[src/rtl/etld_pkg.sv]
`timescale 1ns / 1ps
`default_nettype none

package etld_pkg;

  localparam int unsigned ByteW = 8;

  localparam logic [ByteW-1:0] ESC_BYTE = 8'h1F;
  localparam logic [ByteW-1:0] TAB_BYTE = 8'h09;
  localparam logic [ByteW-1:0] LF_BYTE  = 8'h0A;
  localparam logic [ByteW-1:0] CR_BYTE  = 8'h0D;
  localparam logic [ByteW-1:0] NUL_BYTE = 8'h00;
  localparam logic [ByteW-1:0] CHAR_N   = 8'h6E;
  localparam logic [ByteW-1:0] CHAR_R   = 8'h72;
  localparam logic [ByteW-1:0] CHAR_T   = 8'h74;
  localparam logic [ByteW-1:0] CHAR_E   = 8'h65;

  typedef enum logic [1:0] {
    KIND_DATA      = 2'd0,
    KIND_FIELD_END = 2'd1,
    KIND_LINE_END  = 2'd2
  } kind_e;

  typedef enum logic [2:0] {
    ST_OK          = 3'd0,
    ST_UNKNOWN_ESC = 3'd1,
    ST_TRUNC_ESC   = 3'd2,
    ST_TRUNC_INPUT = 3'd3,
    ST_BAD_UTF8    = 3'd4
  } status_e;

  // allowed range of the next utf-8 continuation byte
  typedef enum logic [2:0] {
    RANGE_80_BF = 3'd0,
    RANGE_A0_BF = 3'd1,
    RANGE_80_9F = 3'd2,
    RANGE_90_BF = 3'd3,
    RANGE_80_8F = 3'd4
  } range_e;

  typedef struct packed {
    logic       escape_pending;
    logic       swallowing;
    status_e    line_status;
    logic [1:0] utf8_left;
    range_e     utf8_range;
  } etld_state_t;

  typedef struct packed {
    kind_e            kind;
    logic [ByteW-1:0] data;
    status_e          status;
  } etld_result_t;

  localparam etld_state_t STATE_RESET = '{
    escape_pending: 1'b0,
    swallowing:     1'b0,
    line_status:    ST_OK,
    utf8_left:      2'd0,
    utf8_range:     RANGE_80_BF
  };

endpackage

`default_nettype wire

[src/rtl/escaped_tab_line_decoder_unit.sv]
// escaped tab-separated line decoder
//
// input channel: one raw byte per request (in_valid_i / in_ready_o / in_byte_i).
// output channel: zero or one result per input byte (out_valid_o / out_ready_i)
//   kind_o    0 data byte, 1 field end, 2 line end (closes the last field)
//   out_byte_o decoded byte for data, zero otherwise
//   status_o  line status on line end, zero otherwise
// escapes 0x1f + n/r/t/e decode to lf/cr/tab/0x1f; raw bytes are checked as
// strict utf-8. cr or lf ends a line, directly following cr/lf bytes are
// dropped; a zero byte ends the buffer and always gives a line end.
//
// a byte accepted lands in the input register and is decoded into the result
// register once it is free or being emptied, shown from then on. throughput
// is one byte per cycle while the receiver does not stall, set by the single
// decode pass between input and result register. bytes that produce no result
// simply leave the result register empty. reset clears the decoder state (no
// escape, no error, no utf-8 sequence) and both valid flags. when stalled,
// the result register holds; the input register fills, then in_ready_o drops.
`timescale 1ns / 1ps
`default_nettype none

module escaped_tab_line_decoder_unit import etld_pkg::*; (
  input  wire logic             clk_i,
  input  wire logic             rst_ni,
  input  wire logic             in_valid_i,
  output logic                  in_ready_o,
  input  wire logic [ByteW-1:0] in_byte_i,
  output logic                  out_valid_o,
  input  wire logic             out_ready_i,
  output logic [1:0]            kind_o,
  output logic [ByteW-1:0]      out_byte_o,
  output logic [2:0]            status_o
);

  // input register
  logic             in_valid_q;
  logic [ByteW-1:0] in_byte_q;

  // decoder state
  etld_state_t state_q;
  etld_state_t state_d;

  // result register
  logic         out_valid_q;
  etld_result_t res_q;
  etld_result_t res_d;
  logic         res_valid_d;

  // result register is free or being emptied this cycle
  logic advance;

  assign advance    = !out_valid_q || out_ready_i;
  assign in_ready_o = !in_valid_q || advance;

  etld_step u_step (
    .byte_i      (in_byte_q),
    .state_i     (state_q),
    .state_o     (state_d),
    .res_valid_o (res_valid_d),
    .res_o       (res_d)
  );

  // control state
  always_ff @(posedge clk_i or negedge rst_ni) begin
    if (!rst_ni) begin
      in_valid_q  <= 1'b0;
      out_valid_q <= 1'b0;
      state_q     <= STATE_RESET;
    end else begin
      if (in_ready_o) begin
        in_valid_q <= in_valid_i;
      end
      if (advance) begin
        out_valid_q <= in_valid_q && res_valid_d;
        if (in_valid_q) begin
          state_q <= state_d;
        end
      end
    end
  end

  // payload, no reset needed
  always_ff @(posedge clk_i) begin
    if (in_ready_o && in_valid_i) begin
      in_byte_q <= in_byte_i;
    end
    if (advance && in_valid_q && res_valid_d) begin
      res_q <= res_d;
    end
  end

  assign out_valid_o = out_valid_q;
  assign kind_o      = res_q.kind;
  assign out_byte_o  = res_q.data;
  assign status_o    = res_q.status;

endmodule

`default_nettype wire

[src/rtl/etld_step.sv]
`timescale 1ns / 1ps
`default_nettype none

module etld_step import etld_pkg::*; (
  input  wire logic [ByteW-1:0] byte_i,
  input  wire etld_state_t      state_i,
  output etld_state_t           state_o,
  output logic                  res_valid_o,
  output etld_result_t          res_o
);

  // first error is held, bad utf-8 always wins
  function automatic status_e hold_error(status_e cur, status_e e);
    if (cur == ST_OK || e == ST_BAD_UTF8) begin
      return e;
    end
    return cur;
  endfunction

  function automatic etld_state_t utf8_check(etld_state_t s, logic [ByteW-1:0] b);
    logic [ByteW-1:0] lo;
    logic [ByteW-1:0] hi;
    etld_state_t      r;
    r  = s;
    lo = 8'h80;
    hi = 8'hBF;
    if (s.utf8_left != 2'd0) begin
      case (s.utf8_range)
        RANGE_A0_BF: lo = 8'hA0;
        RANGE_80_9F: hi = 8'h9F;
        RANGE_90_BF: lo = 8'h90;
        RANGE_80_8F: hi = 8'h8F;
        default:     lo = 8'h80;
      endcase
      if (b >= lo && b <= hi) begin
        r.utf8_left = s.utf8_left - 2'd1;
      end else begin
        r.line_status = hold_error(s.line_status, ST_BAD_UTF8);
        r.utf8_left   = 2'd0;
      end
      r.utf8_range = RANGE_80_BF;
    end else if (b >= 8'h80) begin
      if (b < 8'hC2 || b > 8'hF4) begin
        r.line_status = hold_error(s.line_status, ST_BAD_UTF8);
      end else if (b < 8'hE0) begin
        r.utf8_left  = 2'd1;
        r.utf8_range = RANGE_80_BF;
      end else if (b < 8'hF0) begin
        r.utf8_left  = 2'd2;
        r.utf8_range = (b == 8'hE0) ? RANGE_A0_BF :
                       (b == 8'hED) ? RANGE_80_9F : RANGE_80_BF;
      end else begin
        r.utf8_left  = 2'd3;
        r.utf8_range = (b == 8'hF0) ? RANGE_90_BF :
                       (b == 8'hF4) ? RANGE_80_8F : RANGE_80_BF;
      end
    end
    return r;
  endfunction

  etld_state_t      s;
  logic [ByteW-1:0] dec;
  logic             dec_ok;

  always_comb begin
    s           = state_i;
    res_valid_o = 1'b0;
    res_o       = '{kind: KIND_DATA, data: '0, status: ST_OK};
    dec         = '0;
    dec_ok      = 1'b1;

    unique case (byte_i)
      CHAR_N:  dec = LF_BYTE;
      CHAR_R:  dec = CR_BYTE;
      CHAR_T:  dec = TAB_BYTE;
      CHAR_E:  dec = ESC_BYTE;
      default: dec_ok = 1'b0;
    endcase

    if (byte_i == NUL_BYTE) begin
      // end of buffer
      if (s.utf8_left != 2'd0) s.line_status = hold_error(s.line_status, ST_BAD_UTF8);
      if (s.escape_pending) s.line_status = hold_error(s.line_status, ST_TRUNC_ESC);
      s.line_status = hold_error(s.line_status, ST_TRUNC_INPUT);
      res_valid_o   = 1'b1;
      res_o.kind    = KIND_LINE_END;
      res_o.status  = s.line_status;
      s             = STATE_RESET;
    end else if (byte_i == CR_BYTE || byte_i == LF_BYTE) begin
      if (!s.swallowing) begin
        s = utf8_check(s, byte_i);
        if (s.escape_pending) s.line_status = hold_error(s.line_status, ST_TRUNC_ESC);
        res_valid_o  = 1'b1;
        res_o.kind   = KIND_LINE_END;
        res_o.status = s.line_status;
        s            = STATE_RESET;
        s.swallowing = 1'b1;
      end
    end else begin
      s.swallowing = 1'b0;
      s = utf8_check(s, byte_i);
      if (s.escape_pending) begin
        s.escape_pending = 1'b0;
        if (byte_i == TAB_BYTE) begin
          s.line_status = hold_error(s.line_status, ST_TRUNC_ESC);
          res_valid_o   = 1'b1;
          res_o.kind    = KIND_FIELD_END;
        end else if (!dec_ok) begin
          s.line_status = hold_error(s.line_status, ST_UNKNOWN_ESC);
        end else if (s.line_status == ST_OK) begin
          res_valid_o = 1'b1;
          res_o.data  = dec;
        end
      end else if (byte_i == ESC_BYTE) begin
        s.escape_pending = 1'b1;
      end else if (byte_i == TAB_BYTE) begin
        res_valid_o = 1'b1;
        res_o.kind  = KIND_FIELD_END;
      end else if (s.line_status == ST_OK) begin
        res_valid_o = 1'b1;
        res_o.data  = byte_i;
      end
    end
    state_o = s;
  end

endmodule

`default_nettype wire

[config.mk]
export PLATFORM = sky130hd
export DESIGN_NAME = escaped_tab_line_decoder_unit
export DESIGN_NICKNAME = d
export VERILOG_FILES = /design/src/rtl/etld_pkg.sv /design/src/rtl/escaped_tab_line_decoder_unit.sv /design/src/rtl/etld_step.sv
export SDC_FILE = /design/constraint.sdc
export NUM_CORES = 1
export LEC_CHECK = 0
export BUFFER_PORTS_ARGS = -buffer_cell sky130_fd_sc_hd__buf_4
export CORE_MARGIN = 5
export CORE_UTILIZATION = 40
export CTS_CLUSTER_SIZE = 16
export DETAILED_ROUTE_END_ITERATION = 8
export GPL_ROUTABILITY_DRIVEN = 0
export PLACE_DENSITY = 0.57
export SLEW_MARGIN = 20
export SYNTH_ARGS = -nofsm -noshare
export SYNTH_HDL_FRONTEND = slang
export SYNTH_SLANG_ARGS = --single-unit
[constraint.sdc]
create_clock -name clk_i -period 3 [get_ports clk_i]
set_clock_uncertainty 0.2 [all_clocks]
set_input_delay 0.3 -clock clk_i [delete_from_list [all_inputs] [get_ports clk_i]]
set_output_delay 0.3 -clock clk_i [all_outputs]
set_load 0.05 [all_outputs]
==> Yosys cells after proc, flatten, opt, wreduce, memory -nomap -nowiden <==
Cells that the tools add are included.
{ "word_totals": {"regBits": 33, "wordCells": 188} }
{ "op_classes": {"add_sub_neg": 1, "n_lt_le_gt_ge": 9, "eq_ne": 17, "n_mux": 126, "reduce_logical": 24} }
{ "op_table": {"columns": ["cell", "count"], "rows": [
  ["8-bit 2-to-1 mux", 26],
  ["3-bit 2-to-1 mux", 33],
  ["1-bit 2-to-1 mux", 51],
  ["10-bit 2-to-1 mux", 5],
  ["8-bit by 7-bit == test with 1-bit output (second input constant)", 4],
  ["8-bit == test (second input constant)", 4],
  ["8-bit by 4-bit == test with 1-bit output (second input constant)", 3],
  ["8-bit less-than comparator (second input constant)", 3],
  ["6-bit case mux with 2 select lines", 2],
  ["5-bit case mux with 4 select lines", 1],
  ["8-bit >= comparator", 2],
  ["8-bit less-or-equal comparator", 2],
  ["3-bit logical NOT", 4],
  ["2-bit 2-to-1 mux", 5],
  ["5-bit 2-to-1 mux", 2],
  ["8-bit by 5-bit == test with 1-bit output (second input constant)", 1],
  ["8-bit >= comparator (second input constant)", 1],
  ["8-bit greater-than comparator (second input constant)", 1],
  ["8-bit logical NOT", 1],
  ["3-bit by 2-bit == test with 1-bit output (second input constant)", 2],
  ["1-bit logical AND", 6],
  ["1-bit logical OR", 4],
  ["4-bit 2-to-1 mux", 1],
  ["4-bit AND reduction", 1],
  ["11 further kinds", 12]
]} }

==> Logic depth before layout (Yosys ltp) <==
Gate-level depths: netlist (run 1).
{ "depth": {"word_depth": 30, "mapped_depth": 9, "depth_no_buf": 9} }

==> Cells and area by module <==
From an unflattened synthesis (run 1), not the netlist that was laid out.
{ "hier_totals": {"cells_unflattened": 202, "area_unflattened_um2": 2068.2} }
{ "by_module_without_submodules": {"columns": ["module", "instances", "cells_per_inst", "area_per_inst_um2", "seq_area_each_um2"], "rows": [
  ["escaped_tab_line_decoder_unit", 1, 52, 1104.8, 930.9],
  ["etld_step", 1, 150, 963.4, 0.0]
]} }

==> Worst setup path after synthesis (run 1) <==
OpenSTA, ideal clock, no wires.
{ "synth_timing": {"path_type": "register to register", "startpoint": "reg state_q[2] (netlist name)", "endpoint": "reg res_q, in the netlist kind_o[0], enable pin", "setup_ps": 375, "arrival_ps": 2211, "setup_slack_ps": 214, "stages_incl_launch_ff": 8, "period_less_slack_ps": 2786, "cell_sequence": "dfrtp_1 > or3b_2 > ha_1 > inv_1 > o21ai_0 > o211a_1 > a22oi_4 > a21oi_2"} }
{ "synth_between": {"elab_chain_len": 19} }
{ "synth_rtl": {"columns": ["element", "line", "text"], "rows": [
  ["start: declaration", "escaped_tab_line_decoder_unit.sv:40", "etld_state_t state_q;"],
  ["start signal: assignment", "escaped_tab_line_decoder_unit.sv:76", "state_q <= state_d;"],
  ["3-bit by 2-bit == test with 1-bit output (tied with other cells)", "etld_step.sv:28", "case (s.utf8_range)"],
  ["6-bit case mux with 2 select lines", "etld_step.sv:28", null],
  ["8-bit 2-to-1 mux", "etld_step.sv:27", "if (s.utf8_left != 2'd0) begin"],
  ["8-bit 2-to-1 mux", "etld_step.sv:89", "end else if (byte_i == CR_BYTE || byte_i == LF_BYTE) begin"],
  ["8-bit 2-to-1 mux", "etld_step.sv:80", "if (byte_i == NUL_BYTE) begin"],
  ["8-bit >= comparator / 8-bit less-or-equal comparator (equally long branches)", "etld_step.sv:35", "if (b >= lo && b <= hi) begin"],
  ["1-bit logical AND (*)", "etld_step.sv:35", null],
  ["3-bit 2-to-1 mux (*)", "etld_step.sv:35", null],
  ["[3 not listed]", null, null],
  ["3-bit logical NOT (*)", "etld_step.sv:110, etld_step.sv:119", null],
  ["1-bit 2-to-1 mux (*)", "etld_step.sv:110, etld_step.sv:119", null],
  ["1-bit 2-to-1 mux (on tied branches)", "etld_step.sv:116, etld_step.sv:108", null],
  ["1-bit 2-to-1 mux (on tied branches)", "etld_step.sv:114, etld_step.sv:104", null],
  ["1-bit 2-to-1 mux (*)", "etld_step.sv:102", "if (s.escape_pending) begin"],
  ["1-bit 2-to-1 mux (*)", "etld_step.sv:89", null],
  ["1-bit 2-to-1 mux (*)", "etld_step.sv:80", null],
  ["1-bit logical AND (*)", "escaped_tab_line_decoder_unit.sv:87", "if (advance && in_valid_q && res_valid_d) begin"],
  ["end signal: assignment", "escaped_tab_line_decoder_unit.sv:88", "res_q <= res_d;"],
  ["end: declaration", "escaped_tab_line_decoder_unit.sv:45", "etld_result_t res_q;"]
]} }
Mark *: on every way between the ends. The rest lies on a longest branch, timed or not. The select of a mux whose other input is x is not followed.
A chain may end at the register's enable or synchronous reset.

==> Worst setup path after layout (run 1) <==
{ "layout_timing": {"startpoint": "reg in_byte_q[4]", "endpoint": "reg res_q, in the netlist status_o[2], enable pin"} }
{ "layout_between": {"elab_chain_len": 15} }
{ "layout_rtl": {"columns": ["element", "line", "text"], "rows": [
  ["start: declaration", "escaped_tab_line_decoder_unit.sv:37", "logic [ByteW-1:0] in_byte_q;"],
  ["start signal: assignment", "escaped_tab_line_decoder_unit.sv:85", "in_byte_q <= in_byte_i;"],
  ["8-bit less-than comparator / 8-bit greater-than comparator (equally long branches)", "etld_step.sv:43", "if (b < 8'hC2 || b > 8'hF4) begin"],
  ["1-bit logical OR", "etld_step.sv:43", null],
  ["3-bit 2-to-1 mux", "etld_step.sv:43", null],
  ["8-bit 2-to-1 mux", "etld_step.sv:42", "end else if (b >= 8'h80) begin"],
  ["8-bit 2-to-1 mux", "etld_step.sv:27", null],
  ["8-bit 2-to-1 mux", "etld_step.sv:89", null],
  ["8-bit 2-to-1 mux", "etld_step.sv:80", null],
  ["3-bit logical NOT", "etld_step.sv:110, etld_step.sv:119", null],
  ["1-bit 2-to-1 mux", "etld_step.sv:110, etld_step.sv:119", null],
  ["1-bit 2-to-1 mux (on tied branches)", "etld_step.sv:116, etld_step.sv:108", null],
  ["1-bit 2-to-1 mux (on tied branches)", "etld_step.sv:114, etld_step.sv:104", null],
  ["1-bit 2-to-1 mux", "etld_step.sv:102", null],
  ["1-bit 2-to-1 mux", "etld_step.sv:89", null],
  ["1-bit 2-to-1 mux (*)", "etld_step.sv:80", null],
  ["1-bit logical AND (*)", "escaped_tab_line_decoder_unit.sv:87", null]
]} }
Marked as above.

==> impl_metrics.ini, run 1 <==
[sta]
relSlewSlack_pct = 61.1
final-setup-viol-count = 0
fin_hold_ws_ns = 0.00538
rsz0062_at_grt = false
finalCritPeriodShare_pct = 92.1
fmax_ghz = 0.362
worst_pin_slew_ns = 0.577
period_minus_slack_ns = 2.76
slew_violations = 0
hold_viol = 0
fin_setup_tns_ns = 0

[pwr]
comb_power_share_pct = 20.9
p_leak_nw = 1.02
p_sw_share_pct = 28.9
p_sw_w = 0.000318
pwr_density_cell_nw_per_um2 = 452
power_frac_clock_pct = 30.8
p_int_w = 0.000783
p_seq_share_pct = 48.3
peakVddDrop_mv = 0.210

[clocking]
clk_path_buf_depth = 2
clk_latency_ns = 0.29
clock_sinks = 33
clk_pin_slew_ns = 0.07
cts_setup_buffers = 0
cts_tree = built
cts_htree_levels = 2
cts_buffers = 5
cts_root_buffer = clkbuf_8

[detailed_routing]
dr_wl_met2_microns = 2220
wl_per_cell_microns = 14.7
wl_met3_microns = 270
dr.pass1.iters = 4
drtAntennaViolNets = 0
wl_microns = 4540
top_layer_used = met4
drc = 0
via_per_inst = 5.53
vias = 1703
wl_met1_microns = 1900
dr.first_iter.drc_count = 149

[synth]
yosys.area.top_type_share_pct = 31.2
synth_cell_type_count = 56
syn-num-nets = 220
synth_area_sq_um = 2020
synth-main-ff-cell = edfxtp_1
synthArstFlopShare_pct = 36.4
synthCells = 203
seq_area_frac_synth_pct = 46.1
synth_top_area_cell = edfxtp_1
ys_warn_count = 0
ys_seq_elements = 33
synth-edff-count = 21
syn_avg_cell_area_sq_um = 9.94
yosys-top-cells-area = edfxtp_1, dfrtp_1, a21oi_1, nor2_1, o21ai_0

[run]
maxCapViolCount = 0

[global_route]
track_usage_pct = 15.4
antenna_found_initial = 0
grt_max_degree = 16
gr-total-overflow = 0
grt_pass1_wl_microns = 7670
grt_pass1_vias = 1686

[place]
io_buffers = 26
place_hpwl_microns = 3460
dp.cells = 291

[die]
core_region_area_sq_um = 4820
die_y_microns = 81.0
die_w_microns = 81.0
initial_utilization_pct = 41.9
rows = 25
dieArea_sq_um = 6570
io_pins = 27

[setup_path]
crit_type = register to register
cp.required_ns = 2.79
startpoint_type = register
worstPathArrival_ns = 2.55
end_kind = register
cp_max_fo = 14

[cells_and_area]
syn_to_final_growth_pct = 20.8
final_nets = 257
drive_above_1_share_pct = 19.9
fin_cells = 308
diodes = 0

[outcome]
status = finished, final reports clean

[hold_path]
hp-class = input pin to register
[final cells by class]
class	instances	area, sq um
Fill cell	470	2380
Multi-Input combinational cell	146	950
Sequential cell	33	931
Timing Repair Buffer	42	338
Tap cell	67	83.8
Clock buffer	6	82.6
Inverter	12	45.0
Clock inverter	2	8.76
[stage by stage]
| step | utilization (%) | area (sq um) | worst slack, ns | power [W] |
|---|---|---|---|---|
| after floorplan | - | 2020 | 0.214 | 0.000703 |
| after global placement | 46.9 | 2260 | 0.261 | 0.000754 |
| after detailed placement | 46.9 | 2260 | 0.207 | 0.000759 |
| after CTS | 50.6 | 2440 | 0.193 | 0.00111 |
| after global routing | 50.6 | 2440 | 0.0838 | 0.00116 |
| final | 50.6 | 2440 | 0.236 | 0.00110 |
[path summary, 6_finish.rpt]
check,start,end,slack (ns),cells past startpoint
max,in_byte_q[4]$_DFFE_PP_,status_o[2]$_DFFE_PP_,0.24,6
min,in_valid_i,in_valid_q$_DFFE_PN0N_,0.005,2
max reg2reg,in_byte_q[4]$_DFFE_PP_,status_o[2]$_DFFE_PP_,0.24,6
min reg2reg,state_q[4]$_DFFE_PN0P_,state_q[4]$_DFFE_PN0P_,0.33,1
max in group asynchronous,rst_ni,out_valid_o$_DFFE_PN0P_,2.25,2
min in group asynchronous,rst_ni,state_q[8]$_DFFE_PN0P_,0.19,2
[cells in the final DEF (no fill, tap or decap), types with 2 or more instances in the layout]
master / Yosys / layout
a21o_1: 4 / 4
a21oi_1: 17 / 17
a22oi_1: 2 / 2
and2_1: 3 / 3
and4_1: 2 / 2
buf_4: 2 / 33
clkbuf_8: 0 / 6
dfrtp_1: 12 / 12
dlygate4sd3_1: 0 / 9
edfxtp_1: 21 / 21
ha_1: 5 / 5
inv_1: 12 / 12
mux2i_1: 3 / 3
nand2_1: 10 / 10
nand2b_1: 4 / 4
nand3_1: 5 / 5
nand3b_1: 2 / 2
nand4_1: 4 / 4
nor2_1: 21 / 21
nor3_1: 7 / 7
nor3b_1: 2 / 2
o211ai_1: 2 / 2
o21ai_0: 14 / 13
o21bai_1: 2 / 2
o22ai_1: 4 / 4
or3_1: 3 / 3
or4_4: 2 / 2
xnor2_1: 2 / 2
[power groups by stage]
stage / logic (W) / clock network (W) / registers, W
global route: 0.000258 / 0.000372 / 0.000535
floorplan: 0.000165 / 0 / 0.000538
CTS: 0.000230 / 0.000349 / 0.000531
finish: 0.000230 / 0.000339 / 0.000532
detailed placement: 0.000218 / 0 / 0.000541
global placement: 0.000214 / 0 / 0.000540
[worst max-delay path, stage by stage (launching register included)]
cell and delay, ns:
edfxtp_1 0.56, or4_4 0.66, nor4_4 0.34, a21oi_1 0.12, a31o_1 0.25, a21oi_2 0.11
buf_4 0.22
[per-layer routing]
layer	vias up	track usage [%]
met2	48	24.5
li1	828	-
met5	-	0
met4	0	8.45
met1	814	18.3
met3	13	4.88
[cells by family (layout without fill, tap and decap cells)]
kind of cell / Yosys count / in the layout / share of synthesized area (%)
compound gates: 59 / 59 / 19.5
flops: 33 / 33 / 46.1
simple gates: 77 / 77 / 22.1
fa+ha+maj: 5 / 5 / 3.10
buf+inv: 24 / 62 / 6.82
mux: 3 / 3 / 1.49
xor+xnor: 2 / 2 / 0.868
[sequential cells by signal, summed over array words and instances (netlist names)]
register / cells
kind_o: 2
in_byte_q: 8
out_byte_o: 8
state_q: 10
out_valid_o: 1
in_valid_q: 1
status_o: 3
[synth_stat cells, types with 2 or more instances]
| cell | n |
|---|---|
| mux2i_1 | 3 |
| inv_1 | 12 |
| o22ai_1 | 4 |
| a21o_1 | 4 |
| or3_1 | 3 |
| nand4_1 | 4 |
| edfxtp_1 | 21 |
| xnor2_1 | 2 |
| nor3_1 | 7 |
| buf_6 | 5 |
| or4_4 | 2 |
| o21ai_0 | 14 |
| nand3b_1 | 2 |
| ha_1 | 5 |
| nand3_1 | 5 |
| nand2b_1 | 4 |
| nor2_1 | 21 |
| a22oi_1 | 2 |
| dfrtp_1 | 12 |
| o211ai_1 | 2 |
| and2_1 | 3 |
| nand2_1 | 10 |
| a21oi_1 | 17 |
| o21bai_1 | 2 |
| buf_4 | 2 |
| and4_1 | 2 |
| buf_2 | 2 |
| nor3b_1 | 2 |
| clkbuf_1 | 2 |
[what timing repair did]
item / 4_1_cts / 5_1_grt
resized for setup: 0 / 1
hold buffers: 9 / 0
setup endpoints to repair: 0 / 12
hold endpoints to repair: 20 / 0
(Power assumes the default switching activity.)
==> run 2, diff against run 1 <==
Settings changed: PLACE_DENSITY 0.57 to 0.67.
==> run 2 against run 1 <==
Wire length shrank 4.1%. Largest cell class unchanged. Final area grew 1.7%. Critical path type unchanged. Die area is the same. Combinational power grew 2%. Sequential power is essentially flat.
==> impl_metrics.ini, run 2 (same netlist as run 1, synthesis figures left out) <==
[global_route]
antenna_found_initial = 0
grt_max_degree = 16
track_usage_pct = 15.0
gr-total-overflow = 0
grt_pass1_vias = 1602
grt_pass1_wl_microns = 7410

[pwr]
peakVddDrop_mv = 0.349
pwr_density_cell_nw_per_um2 = 508
p_leak_nw = 1.04

[setup_path]
crit_chain = or3b_2, ha_1, inv_1, o21ai_0, o211a_1, a22oi_4, a21oi_2, buf_4
setup.worst_path.start = state_q[2]$_DFFE_PN0P_
worstPathArrival_ns = 2.54
worstReg2RegStart = state_q[2]$_DFFE_PN0P_
crit_type = register to register
end_kind = register
startpoint_type = register
cp_max_fo = 14
cp.required_ns = 2.79
reg2reg_slack_ns = 0.25
cp_slowest_stage_delay_ns = 0.48
slowest_stage = or3b_2

[clocking]
cts_root_buffer = clkbuf_8
clk_pin_slew_ns = 0.07
cts_tree = built
clk_path_buf_depth = 2
clock_sinks = 33
cts_buffers = 5
cts_htree_levels = 2
clk_latency_ns = 0.29
cts_setup_buffers = 0

[sta]
finalCritPeriodShare_pct = 91.7
relSlewSlack_pct = 59.7
layout_setup_ws_ns = 0.250
fmax_ghz = 0.364
worst_pin_slew_ns = 0.599
period_minus_slack_ns = 2.75
final-setup-viol-count = 0
rsz0062_at_grt = false
fin_setup_tns_ns = 0
slew_violations = 0
hold_viol = 0

[cells_and_area]
multiInputGateArea_sq_um = 950
fillers = 466
final_cell_mix = buf_4, nor2_1, edfxtp_1
ff_latch_area_sq_um = 931
syn_to_final_growth_pct = 22.9
largest-register = state_q
drive_above_1_share_pct = 20.3
layout_commonest_cell = buf_4
diodes = 0
final_nets = 257
largest_register_ffs = 10

[detailed_routing]
dr.first_iter.drc_count = 167
drc = 0
dr.pass1.iters = 4
vias = 1646
wl_microns = 4350
wl_per_cell_microns = 14.1
via_per_inst = 5.34
drtAntennaViolNets = 0

[place]
place_ws_ns = 0.248
place_hpwl_microns = 3250
io_buffers = 26

[hold_path]
min_from = in_valid_i
hp-class = input pin to register

[outcome]
status = finished, final reports clean

[run]
maxCapViolCount = 0

[die]
io_pins = 27
die_w_microns = 81.0
die_y_microns = 81.0
rows = 25
dieArea_sq_um = 6570
initial_utilization_pct = 41.9
core_region_area_sq_um = 4820
==> run 2: changes by cell type in the layout (fill, tap and decap cells not counted) <==
cell       delta
o21ai_0       +1
clkinv_1      -1
o21ai_1       -1
bufinv_16     +2
clkbuf_8      -1
==> run 2: metrics by stage <==
stage	cell area (sq um)	hold slack, ns	total power [W]	utilization (%)	std cells
6_report	2480	0.0121	0.00126	51.5	308
5_1_grt	2480	0.0226	0.00132	51.5	308
4_1_cts	2480	0.00399	0.00127	51.5	308
3_5_place_dp	2260	-0.0406	0.000765	46.9	291
3_3_place_gp	2260	-0.0398	0.000760	46.9	291
2_1_floorplan	2020	-0.196	0.000703	-	203
==> run 2: cell type report <==
class / count / area share (%)
multi-input cells: 146 / 38.3
flip-flops and latches: 33 / 37.5
repair buffers: 42 / 13.6
well taps: 67 / 3.38
clock buffers: 5 / 2.77
clock inverters: 3 / 2.62
inverters: 12 / 1.82
==> run 2: path summary, 6_finish.rpt <==
kind,depth (start not counted),endpoint
worst max-delay path,8,out_byte_o[5]$_SDFFCE_PP0P_
worst min-delay path,2,in_valid_q$_DFFE_PN0N_
worst max register to register,8,out_byte_o[5]$_SDFFCE_PP0P_
worst min register to register,1,state_q[4]$_DFFE_PN0P_
max in group asynchronous,2,state_q[8]$_DFFE_PN0P_
min in group asynchronous,2,state_q[6]$_DFFE_PN0P_
==> run 2: per-layer routing <==
metal,track usage (%),vias to the layer above,wire length [microns]
li1,-,827,-
met1,19.6,767,2060
met2,23.5,47,2010
met3,3.55,5,246
met4,6.59,0,44
met5,0,-,0
==> run 2: worst max-delay path, delay by kind of cell, from the launching register on <==
family	cells	cell delay, ns
adder cells (fa/ha/maj)	1	0.30
buffers and inverters	2	0.26
AND/OR/NAND/NOR	1	0.48
flip-flops	1	0.42
AO/OA/AOI/OAI	4	0.79
==> run 2: what timing repair did <==
item | 4_1_cts | 5_1_grt
resized for setup | 0 | 0
hold endpoints to repair | 20 | 0
hold buffers | 9 | 0
==> run 2: where the power goes <==
part           switching (W)  total (W)  internal [W]
Sequential         0.0000262   0.000533      0.000507
Combinational       0.000140   0.000235     0.0000954
Clock               0.000164   0.000494      0.000330
Total               0.000330    0.00126      0.000932
